$ cat src/prgs_pkg.sv
// Shared constants and types of the point row group sorter.
package prgs_pkg;

	localparam int MAX_POINTS = 64;
	localparam int COORD_BITS = 12;
	localparam int IDX_BITS   = $clog2(MAX_POINTS);
	localparam int CNT_BITS   = $clog2(MAX_POINTS + 1);

	// port field widths
	localparam int X_W   = 12;
	localparam int Y_W   = 12;
	localparam int ROW_W = 6;

	typedef struct packed {
		logic [IDX_BITS-1:0]   row;
		logic [COORD_BITS-1:0] x;
		logic [COORD_BITS-1:0] y;
	} entry_t;

	// payload of the lookup stage
	typedef struct packed {
		logic   keep;
		logic   fin;
		logic   ovf;
		entry_t e;
	} s1_t;

	typedef struct packed {
		logic ins;
		logic shl;
	} cell_ctl_t;

	// head of the chain, as seen by the output register
	typedef struct packed {
		logic   valid;
		entry_t e;
		logic   row_end;
		logic   list_end;
		logic   overflow;
	} head_t;

endpackage

$ cat src/prgs_row_lookup.sv
// Row key lookup stage: maps y to a row number and admits or drops each point.
module prgs_row_lookup (
	input  logic                            clk,
	input  logic                            arst_n,
	input  logic                            accept,
	input  logic [prgs_pkg::COORD_BITS-1:0] x,
	input  logic [prgs_pkg::COORD_BITS-1:0] y,
	input  logic                            fin,
	output logic                            s1_valid,
	output prgs_pkg::s1_t                   s1
);

	logic [prgs_pkg::COORD_BITS-1:0] key_q [prgs_pkg::MAX_POINTS];
	logic [prgs_pkg::CNT_BITS-1:0]   rcnt_q;
	logic [prgs_pkg::CNT_BITS-1:0]   pcnt_q;
	logic                            drop_q;
	logic [prgs_pkg::MAX_POINTS-1:0] match;
	logic [prgs_pkg::IDX_BITS-1:0]   hit_row;
	logic                            hit;
	logic                            full;
	logic                            keep;
	logic                            vld_s1;
	prgs_pkg::s1_t                   pay_s1;

	// at most one live key matches, so an OR of indexes encodes it
	always_comb begin
		hit_row = '0;
		for (int i = 0; i < prgs_pkg::MAX_POINTS; i++) begin
			match[i] = (prgs_pkg::CNT_BITS'(i) < rcnt_q) && (key_q[i] == y);
			if (match[i]) begin
				hit_row = hit_row | prgs_pkg::IDX_BITS'(i);
			end
		end
	end

	assign hit  = |match;
	assign full = (pcnt_q == prgs_pkg::CNT_BITS'(prgs_pkg::MAX_POINTS));
	assign keep = !full;

	always_ff @(posedge clk or negedge arst_n) begin
		if (!arst_n) begin
			rcnt_q <= '0;
			pcnt_q <= '0;
			drop_q <= 1'b0;
			vld_s1 <= 1'b0;
		end else begin
			vld_s1 <= accept;
			if (accept) begin
				if (fin) begin
					rcnt_q <= '0;
					pcnt_q <= '0;
					drop_q <= 1'b0;
				end else if (keep) begin
					pcnt_q <= pcnt_q + 1'b1;
					if (!hit) begin
						rcnt_q <= rcnt_q + 1'b1;
					end
				end else begin
					drop_q <= 1'b1;
				end
			end
		end
	end

	always_ff @(posedge clk) begin
		if (accept && keep && !hit) begin
			key_q[rcnt_q[prgs_pkg::IDX_BITS-1:0]] <= y;
		end
		if (accept) begin
			pay_s1.keep  <= keep;
			pay_s1.fin   <= fin;
			pay_s1.ovf   <= drop_q | full;
			pay_s1.e.row <= hit ? hit_row : rcnt_q[prgs_pkg::IDX_BITS-1:0];
			pay_s1.e.x   <= x;
			pay_s1.e.y   <= y;
		end
	end

	assign s1_valid = vld_s1;
	assign s1       = pay_s1;

endmodule

$ cat config.mk
export PLATFORM = sky130hd
export DESIGN_NAME = prgs_row_lookup
export DESIGN_NICKNAME = d
export VERILOG_FILES = /design/src/prgs_pkg.sv /design/src/prgs_row_lookup.sv
export SDC_FILE = /design/constraint.sdc
export NUM_CORES = 1
export LEC_CHECK = 0
export BUFFER_PORTS_ARGS = -buffer_cell sky130_fd_sc_hd__buf_2
export CAP_MARGIN = 40
export CORE_ASPECT_RATIO = 0.7
export CORE_MARGIN = 4
export CORE_UTILIZATION = 55
export CTS_CLUSTER_SIZE = 14
export DETAILED_ROUTE_END_ITERATION = 10
export PLACE_DENSITY = 0.75
export RECOVER_POWER = 100
export SETUP_SLACK_MARGIN = 0.4
export SLEW_MARGIN = 20
export SYNTH_ARGS = -nofsm -noshare
export SYNTH_HDL_FRONTEND = slang
export SYNTH_SLANG_ARGS = --single-unit
$ cat constraint.sdc
create_clock -name clk -period 4.55 [get_ports clk]
set_input_delay 0.455 -clock clk [delete_from_list [all_inputs] [get_ports clk]]
set_output_delay 0.455 -clock clk [all_outputs]
set_load 0.005 [all_outputs]
* Yosys cells after proc, flatten, opt, wreduce, memory -nomap -nowiden *
Memory sizes are Yosys's and may differ from the RTL's.
Cells that the tools add are included.

word-level totals
  input bits = 28
  output and inout bits = 34
  bits in registers = 49
  memories = 1
  logic and storage cells = 303
  bits in writable memories = 768

memories
  name   depth  width  rd ports  clocked after Yosys merged registers in  wr ports  line                   source
  key_q  64     12     64        0                                        1         prgs_row_lookup.sv:13  logic [prgs_pkg::COORD_BITS-1:0] key_q [prgs_pkg::MAX_POINTS];

operators by class
  reduce and logical (&&, ||, !) cells = 72
  multiplexer cells = 85
  magnitude comparators = 64
  add/subtract/negate cells = 2
  equal/unequal tests = 68
  bitwise gates (word level) = 1

operators with widths
  operator                                                              count
  12-bit equality test                                                  64
  6-bit by 7-bit < comparator with 1-bit output (first input constant)  32
  6-bit two-way mux                                                     33
  5-bit by 7-bit < comparator with 1-bit output (first input constant)  16
  7-bit two-way mux                                                     14
  5-bit two-way mux                                                     16
  1-bit logical AND                                                     66
  64-bit OR reduction                                                   1
  4-bit by 7-bit < comparator with 1-bit output (first input constant)  8
  4-bit two-way mux                                                     8
  3-bit by 7-bit < comparator with 1-bit output (first input constant)  4
  7-bit by 1-bit adder with 7-bit output (second input constant)        2
  1-bit by 7-bit < comparator with 1-bit output (first input constant)  2
  2-bit by 7-bit < comparator with 1-bit output (first input constant)  2
  3-bit two-way mux                                                     4
  1-bit two-way mux                                                     8
  7-bit equality test (second input constant)                           1
  3-bit != test (second input constant)                                 2
  2-bit two-way mux                                                     2
  2-bit AND reduction                                                   2
  3-bit by 1-bit != test with 1-bit output (second input constant)      1
  3-bit AND reduction                                                   1
  1-bit logical NOT                                                     2
  1-bit bitwise OR                                                      1

* Depth between registers and ports, before layout *
Gate-level depths: netlist of the first run.
An unclocked memory read counts as a cell.

  word-level depth = 67
  depth in mapped cells = 15
  gate-level depth less buffers = 9

* Least setup slack after synthesis of the first run *
OpenSTA, ideal clock, no wires.

  path kind = register to register
  start = register rcnt_q[0] (netlist bit)
  end = memory key_q[25][0] (netlist bit) (enable)
  setup time = 0.396 ns
  cell stages (with the launch flop) = 13
  arrival time = 3.690 ns
  required time = 4.154 ns
  clock period less this slack = 4.086 ns
  path buffers = 3
  path slack = 0.464 ns
  cell sequence = dfrtp_1 -> buf_6 -> or4_4 -> o211ai_2 -> nor4_1 -> a2111oi_4 -> nand3_1 -> or4_4 -> nor3_4 -> nand2_1 -> buf_6 -> buf_6 -> nor3_1

on the way
  cells in the longest elaborated chain, start to end = 7
  elaborated cells on any way between the ends = 133
  those cells by class = 64 x order compare; 2 x mux; 67 x reduce/logical

ends and longest elaborated chain
  element                                                                      line                   source
  start: declaration                                                           prgs_row_lookup.sv:14  logic [prgs_pkg::CNT_BITS-1:0] rcnt_q;
  start signal: assignment                                                     prgs_row_lookup.sv:56  rcnt_q <= rcnt_q + 1'b1;
  1-bit by 7-bit < comparator with 1-bit output, or another cell as far along  prgs_row_lookup.sv:29  match[i] = (prgs_pkg::CNT_BITS'(i) < rcnt_q) && (key_q[i] == y);
  1-bit logical AND                                                            prgs_row_lookup.sv:29
  64-bit OR reduction                                                          prgs_row_lookup.sv:36  assign hit = |match;
  1-bit logical NOT                                                            prgs_row_lookup.sv:66  if (accept && keep && !hit) begin
  1-bit logical AND                                                            prgs_row_lookup.sv:66
  1-bit two-way mux                                                            prgs_row_lookup.sv:66
  1-bit two-way mux (implied by the code)                                      prgs_row_lookup.sv:67  key_q[rcnt_q[prgs_pkg::IDX_BITS-1:0]] <= y;
  end: declaration                                                             prgs_row_lookup.sv:13

Several ways; a longest one is shown, not always the timed one.

* Worst setup path after layout of the first run *
  start = input y[10] (netlist bit)
  end = memory key_q[0][9] (netlist bit) (enable)

on the way
  cells in the longest elaborated chain, start to end = 7
  elaborated cells on any way between the ends = 133
  those cells by class = 64 x eq/ne; 2 x mux; 67 x reduce/logical

ends and longest elaborated chain
  element                                    line                   source
  start: declaration                         prgs_row_lookup.sv:7   input logic [prgs_pkg::COORD_BITS-1:0] y,
  12-bit equality test                       prgs_row_lookup.sv:29
  1-bit logical AND                          prgs_row_lookup.sv:29
  64-bit OR reduction *                      prgs_row_lookup.sv:36
  1-bit logical NOT *                        prgs_row_lookup.sv:66
  1-bit logical AND *                        prgs_row_lookup.sv:66
  1-bit two-way mux *                        prgs_row_lookup.sv:66
  1-bit two-way mux (implied by the code) *  prgs_row_lookup.sv:67

Every way passes the cells marked *; elsewhere a longest branch is shown, timed or not.

==> flow_summary.ini, run 1 <==
[logic_synthesis]
yosys.area.top_type_share_pct = 67.4
post_synth_most_frequent_cells = edfxtp_1 (801), xnor2_1 (489), xor2_1 (281)
post-synth-top-count-cell = edfxtp_1
synth-edff-count = 801
synth_flop_cell = edfxtp_1
synth_area_leader_cell = edfxtp_1
seq_area_frac_synth_pct = 68.6
synthTopCellsByArea = edfxtp_1 (67%), xnor2_1 (12%), xor2_1 (6.9%), nand4_1 (2.4%), nor4_1 (1.8%)
ys_ff_latch = 817
synthesis.nets = 2334
synthCells = 2303
synth_cell_type_count = 68
avgSynthCellArea_um2 = 15.5
synth_area_mm2 = 0.0357
synthArstFlopShare_pct = 1.96
yosys_warnings = 0

[setup_path]
timing.rr.end = key_q[0][9]
reg2reg_depth = 14
rr_startpoint = rcnt_q[2]
crit_arrival_ns = 4.59
crit_end = key_q[0][9]
start_kind = primary input
worstSetupStartpoint = y[10]
cp_max_fo = 32
critical-path-slowest-cell = clkbuf_1
critPathMaxStageDelay_ns = 0.66
cp.required_ns = 4.89
crit_chain = clkbuf_1 > buf_12 > clkbuf_1 > xnor2_1 > nand2_1 > nor4_1 > a21oi_1 > nand3_1 > or4_4 > nor3_4 > nand2_4 > buf_12 > buf_4 > buf_4 > nor3_4 > buf_6
ff2ff_setup_slack_ns = 0.47
endpoint_kind = register
path_class = primary input to register

[final_layout]
antennaDiodeCount = 0
layout-area-overhead-vs-synth_pct = 15.8
stdcell_count = 3556
num-nets-final = 2667
drive_above_1_share_pct = 15.0

[sta]
holdWs_ns = 0.176
min_period_over_period_pct = 93.5
grt_setup_unrepaired = false
worst_pin_slew_ns = 1.20
final-max-slew-violation-count = 0
hold_viol_final = 0
tns_ns = 0
skew_ns = 0.0269
min_period_ns = 4.25
fmax_mhz = 235
slew_headroom_pct = 20.2
setup_violations = 0

[cts]
clock_path_buffers = 3
clock_sinks = 817
cts-root-buf = clkbuf_16
cts_tree = built
clk_latency_ns = 0.63
cts.clk_slew.worst_paths_ns = 0.06
cts_buffers = 75
htreeDepth = 3

[floorplan]
row_count = 77
dieWidth_um = 312
io_pins = 62
start_util_pct = 56.0
die_area_mm2 = 0.0691
fp.coreArea_mm2 = 0.0637
die_h_um = 221

[power_and_ir_drop]
combPwrFrac_pct = 6.9
p_sw_share_pct = 21.8
ir_drop_mv = 0.257
p_int_mw = 12.1
p_leak_nw = 13.3
p_switching_mw = 3.36
powerDensity_mw_per_mm2 = 373
power_frac_clock_pct = 38.9
pwr-share-seq_pct = 54.2

[route]
drt-total-wl_um = 89100
drc = 0
drt_iter0_drc = 2566
vias_per_cell = 5.93
drtAntennaViolNets = 0
firstDrtPassIters = 10
wire_per_inst_um = 25.1
vias = 21100

[place]
hpwl_um = 59700
place_inst = 3384
gp_congestion = 1.00
port_buffers = 61

[hold_path]
hold_depth = 1
worstHoldPathType = primary input to register

[grt]
antenna_found_initial = 0
grt_max_degree = 48
grt_pass1_wl_um = 134000
gr-total-overflow = 0
grt_pass1_vias = 20700
track_usage_pct = 25.6

[flow_run]
maxCapViolations = 0

[status]
status = complete, no violations
[per-stage QoR]
step | instance area (µm²) | util [%] | power [mW] | worst slack [ns]
after global placement | 38900 | 61.1 | 9.56 | 0.0515
after global routing | 41300 | 64.9 | 15.9 | 0.175
after floorplan | 35700 | - | 9.09 | 0.464
after detailed placement | 39000 | 61.2 | 9.59 | -0.152
final | 41300 | 64.9 | 15.4 | 0.296
after CTS | 41600 | 65.3 | 15.5 | 0.395
[per-layer routing]
layer | up-vias | GRT usage, % | share of wire [%]
met5 | - | 0 | 0
met4 | 0 | 7.75 | 2.8
met3 | 181 | 6.87 | 11
met2 | 1161 | 36.4 | 43
met1 | 10600 | 38.7 | 43
li1 | 9206 | - | -
[cells by family after synthesis]
group                      share of synthesized area, %
buffers and inverters                              2.48
AOI/OAI and AO/OA                                  2.25
DFF                                                68.6
and+or+nand+nor                                    7.64
xor gates and xnor gates                           18.9
muxes                                            0.0561
adders and majority gates                         0.105
[cell type report]
class / instances / area (µm²)
Inverter: 6 / 22.5
Multi-Input combinational cell: 1357 / 10600
Tap cell: 869 / 1090
Sequential cell: 817 / 24500
Clock inverter: 32 / 229
Fill cell: 4402 / 22400
Clock buffer: 96 / 2050
Timing Repair Buffer: 379 / 2820
[power by group through the flow]
stage               Combinational (mW)  Clock, mW  Sequential [mW]
finish                            1.07       6.00             8.36
global route                      1.14       6.42             8.35
CTS                               1.11       6.06             8.35
detailed placement                1.07          0             8.52
global placement                  1.04          0             8.51
floorplan                        0.572          0             8.51
[sequential cells by signal, indices dropped and copies added, names as in the netlist]
signal,count
key_q,768
s1,33
pcnt_q,7
rcnt_q,7
drop_q,1
s1_valid,1
[layout by cell type, fill, tap and decap left out, types with 6 or more instances in the layout]
cell and instances:
edfxtp_1 801, clkinv_1 16, clkinv_2 9, buf_12 37
dfrtp_1 10, clkbuf_16 80, o21ai_0 23, inv_1 6
xor2_1 281, nor3_2 7, buf_2 24, a31oi_1 6
nor3_4 11, nand4_1 138, nand3_1 21, a21oi_1 26
nor2_1 29, xnor2_1 489, dfrtp_2 6, clkbuf_1 140
nor4_1 94, nand2_1 42, buf_4 135, dlygate4sd3_1 13
clkbuf_2 26, nor3_1 64, buf_6 12
[timing repair]
item / in CTS / in global routing
endpoints found under the setup margin: 773 / 753
gates cloned: 4 / 2
hold endpoints to repair: 28 / 0
hold buffers: 13 / 0
buffers inserted: 10 / 14
gates resized for setup: 41 / 48
pin swaps: 3 / 15
[worst min-delay path by stage]
stage / from / endpoint / slack (ns)
3_5_place_dp: arst_n / s1_valid / 0.40
6_report: y[1] / key_q[60][1] / 0.18
3_3_place_gp: arst_n / drop_q / 0.39
2_1_floorplan: arst_n / drop_q / 0.16
4_1_cts: y[9] / key_q[14][9] / 0.08
5_1_grt: y[11] / key_q[58][11] / 0.16
[worst max-delay path: cells and delay by family]
kind	cells	cell delay [ns]
simple gates	7	1.66
buf+inv	7	2.01
compound gates	1	0.23
xor+xnor	1	0.22
Note: power is estimated with default switching activity, not from simulation.
==> run 2: changes to the inputs <==
--- a/config.mk
+++ b/config.mk
@@ -9,10 +9,10 @@
 export CAP_MARGIN = 40
 export CORE_ASPECT_RATIO = 0.7
 export CORE_MARGIN = 4
-export CORE_UTILIZATION = 55
+export CORE_UTILIZATION = 35
 export CTS_CLUSTER_SIZE = 14
 export DETAILED_ROUTE_END_ITERATION = 10
-export PLACE_DENSITY = 0.75
+export PLACE_DENSITY = 0.53
 export RECOVER_POWER = 100
 export SETUP_SLACK_MARGIN = 0.4
 export SLEW_MARGIN = 20
==> run 2 against run 1 <==
Effect of this change:
- setup slack got worse by 0.042 ns
- core utilization down 23 points
- clock-buffer cell count is 2 lower
- largest cell class unchanged
- sequential share of layout area is 1.7 points lower
- non-clock buffer count grew 12
==> flow_summary.ini, run 2 (synthesis gave the netlist of run 1 again) <==
[status]
status = complete, no violations

[power_and_ir_drop]
p_leak_nw = 13.5
ir_drop_mv = 0.216
powerDensity_mw_per_mm2 = 372
totalPowerFinal_mw = 15.8

[setup_path]
cp_max_fo = 23
cp.required_ns = 4.92
ff2ff_setup_slack_ns = 0.30
timing.rr.end = key_q[38][3]
crit_arrival_ns = 4.67
start_kind = primary input
critical-path-slowest-cell = clkbuf_1
reg2reg_depth = 13
crit_chain = buf_6 > clkbuf_1 > buf_12 > xor2_1 > nor4_1 > nand4_1 > o311ai_0 > buf_4 > nor4_4 > nand3_2 > nor3_4 > nand2_2 > buf_12 > buf_4 > nor3_2 > buf_4
path_class = primary input to register
crit_path_frequent_cell = buf_4
critPathMaxStageDelay_ns = 0.97
rr_startpoint = rcnt_q[4]
crit_buf_inv = 7
endpoint_kind = register
cp_top_family = buffers and inverters

[floorplan]
io_pins = 62
die_h_um = 275
fp.coreArea_mm2 = 0.101
die_area_mm2 = 0.107
dieWidth_um = 390
row_count = 97
start_util_pct = 35.4

[route]
vias_per_cell = 5.11
drt_iter0_drc = 1931
vias = 20700
drtAntennaViolNets = 0
drt-total-wl_um = 97100
firstDrtPassIters = 8
wire_per_inst_um = 24.0
drc = 0

[sta]
hold_viol_final = 0
tns_ns = 0
setup_violations = 0
final-max-slew-violation-count = 0
min_period_ns = 4.30
fin_ws_ns = 0.254
worst_pin_slew_ns = 1.40
holdWs_ns = 0.169
skew_ns = 0.0290
slew_headroom_pct = 6.36
grt_setup_unrepaired = true
min_period_over_period_pct = 94.4
fmax_mhz = 233

[hold_path]
hp-start = y[9]
whs_endpoint = key_q[50][9]
hold_depth = 1
worstHoldPathType = primary input to register

[final_layout]
fin_util_pct = 42.3
drive_above_1_share_pct = 15.7
mostFrequentLayoutCell = edfxtp_1
stdcell_count = 4049
nFillCells = 9081
seq_area_mm2 = 0.0245
finalInstanceArea_mm2 = 0.0426
largest_register_ffs = 768
num-nets-final = 2683
layout_common_cells = edfxtp_1 (801), xnor2_1 (489), xor2_1 (281)
layout-area-overhead-vs-synth_pct = 19.3
multi_input_area_mm2 = 0.0108

[place]
hpwl_um = 64700
port_buffers = 61
place_inst = 3845
dp_slack_ns = -0.170
dpl-instance-area_mm2 = 0.0397
gp_congestion = 0.889

[cts]
clock_path_buffers = 3
cts_tree = built
cts_buffers = 79
clk_latency_ns = 0.67
cts.clk_slew.worst_paths_ns = 0.06
cts-root-buf = clkbuf_16
clock_sinks = 817
htreeDepth = 3

[grt]
grt_max_degree = 47
antenna_found_initial = 5
gr-total-overflow = 0
grt_pass1_vias = 20300
grt_pass1_wl_um = 142000
track_usage_pct = 17.9

[flow_run]
maxCapViolations = 0
==> run 2: worst max-delay path by stage <==
stage | start | end | slack (ns) | depth (start not counted)
after floorplan | rcnt_q[0] | key_q[25][0] | 0.46 | 12
after global placement | rcnt_q[1] | key_q[42][0] | -0.11 | 11
after detailed placement | rcnt_q[4] | key_q[6][6] | -0.17 | 10
after CTS | rcnt_q[3] | key_q[20][10] | 0.40 | 13
after global routing | y[4] | key_q[35][1] | 0.15 | 14
final | y[11] | key_q[38][3] | 0.25 | 16
==> run 2: area by class of cell <==
| type | instances | area share (%) |
|---|---|---|
| antenna | 4 | 0.0235 |
| clock buffer | 94 | 4.78 |
| clock inverter | 44 | 0.947 |
| inverter | 6 | 0.0617 |
| multi-input combinational | 1357 | 25.4 |
| sequential | 817 | 57.5 |
| tap | 1336 | 3.93 |
| timing repair buffer | 391 | 7.39 |
==> run 2: layer usage <==
layer | routed length [µm] | GRT usage [%]
met3 | 7540 | 4.39
met1 | 47600 | 27.7
met4 | 1780 | 4.02
met2 | 40200 | 25.1
met5 | 0 | 0
==> run 2: power by group <==
part           internal [mW]  switching, mW  total [mW]  leakage, nW
clock network           3.54           2.87        6.41         1.19
logic                  0.380          0.685        1.07         4.89
registers               8.33         0.0307        8.36         7.44
==> run 2: what timing repair did <==
item / 4_1_cts / 5_1_grt
gates resized for setup: 40 / 124
endpoints found under the hold margin: 28 / 0
endpoints found under the setup margin: 770 / 737
buffers inserted: 5 / 18
gates cloned: 3 / 17
pin swaps: 3 / 16
hold buffers: 13 / 0
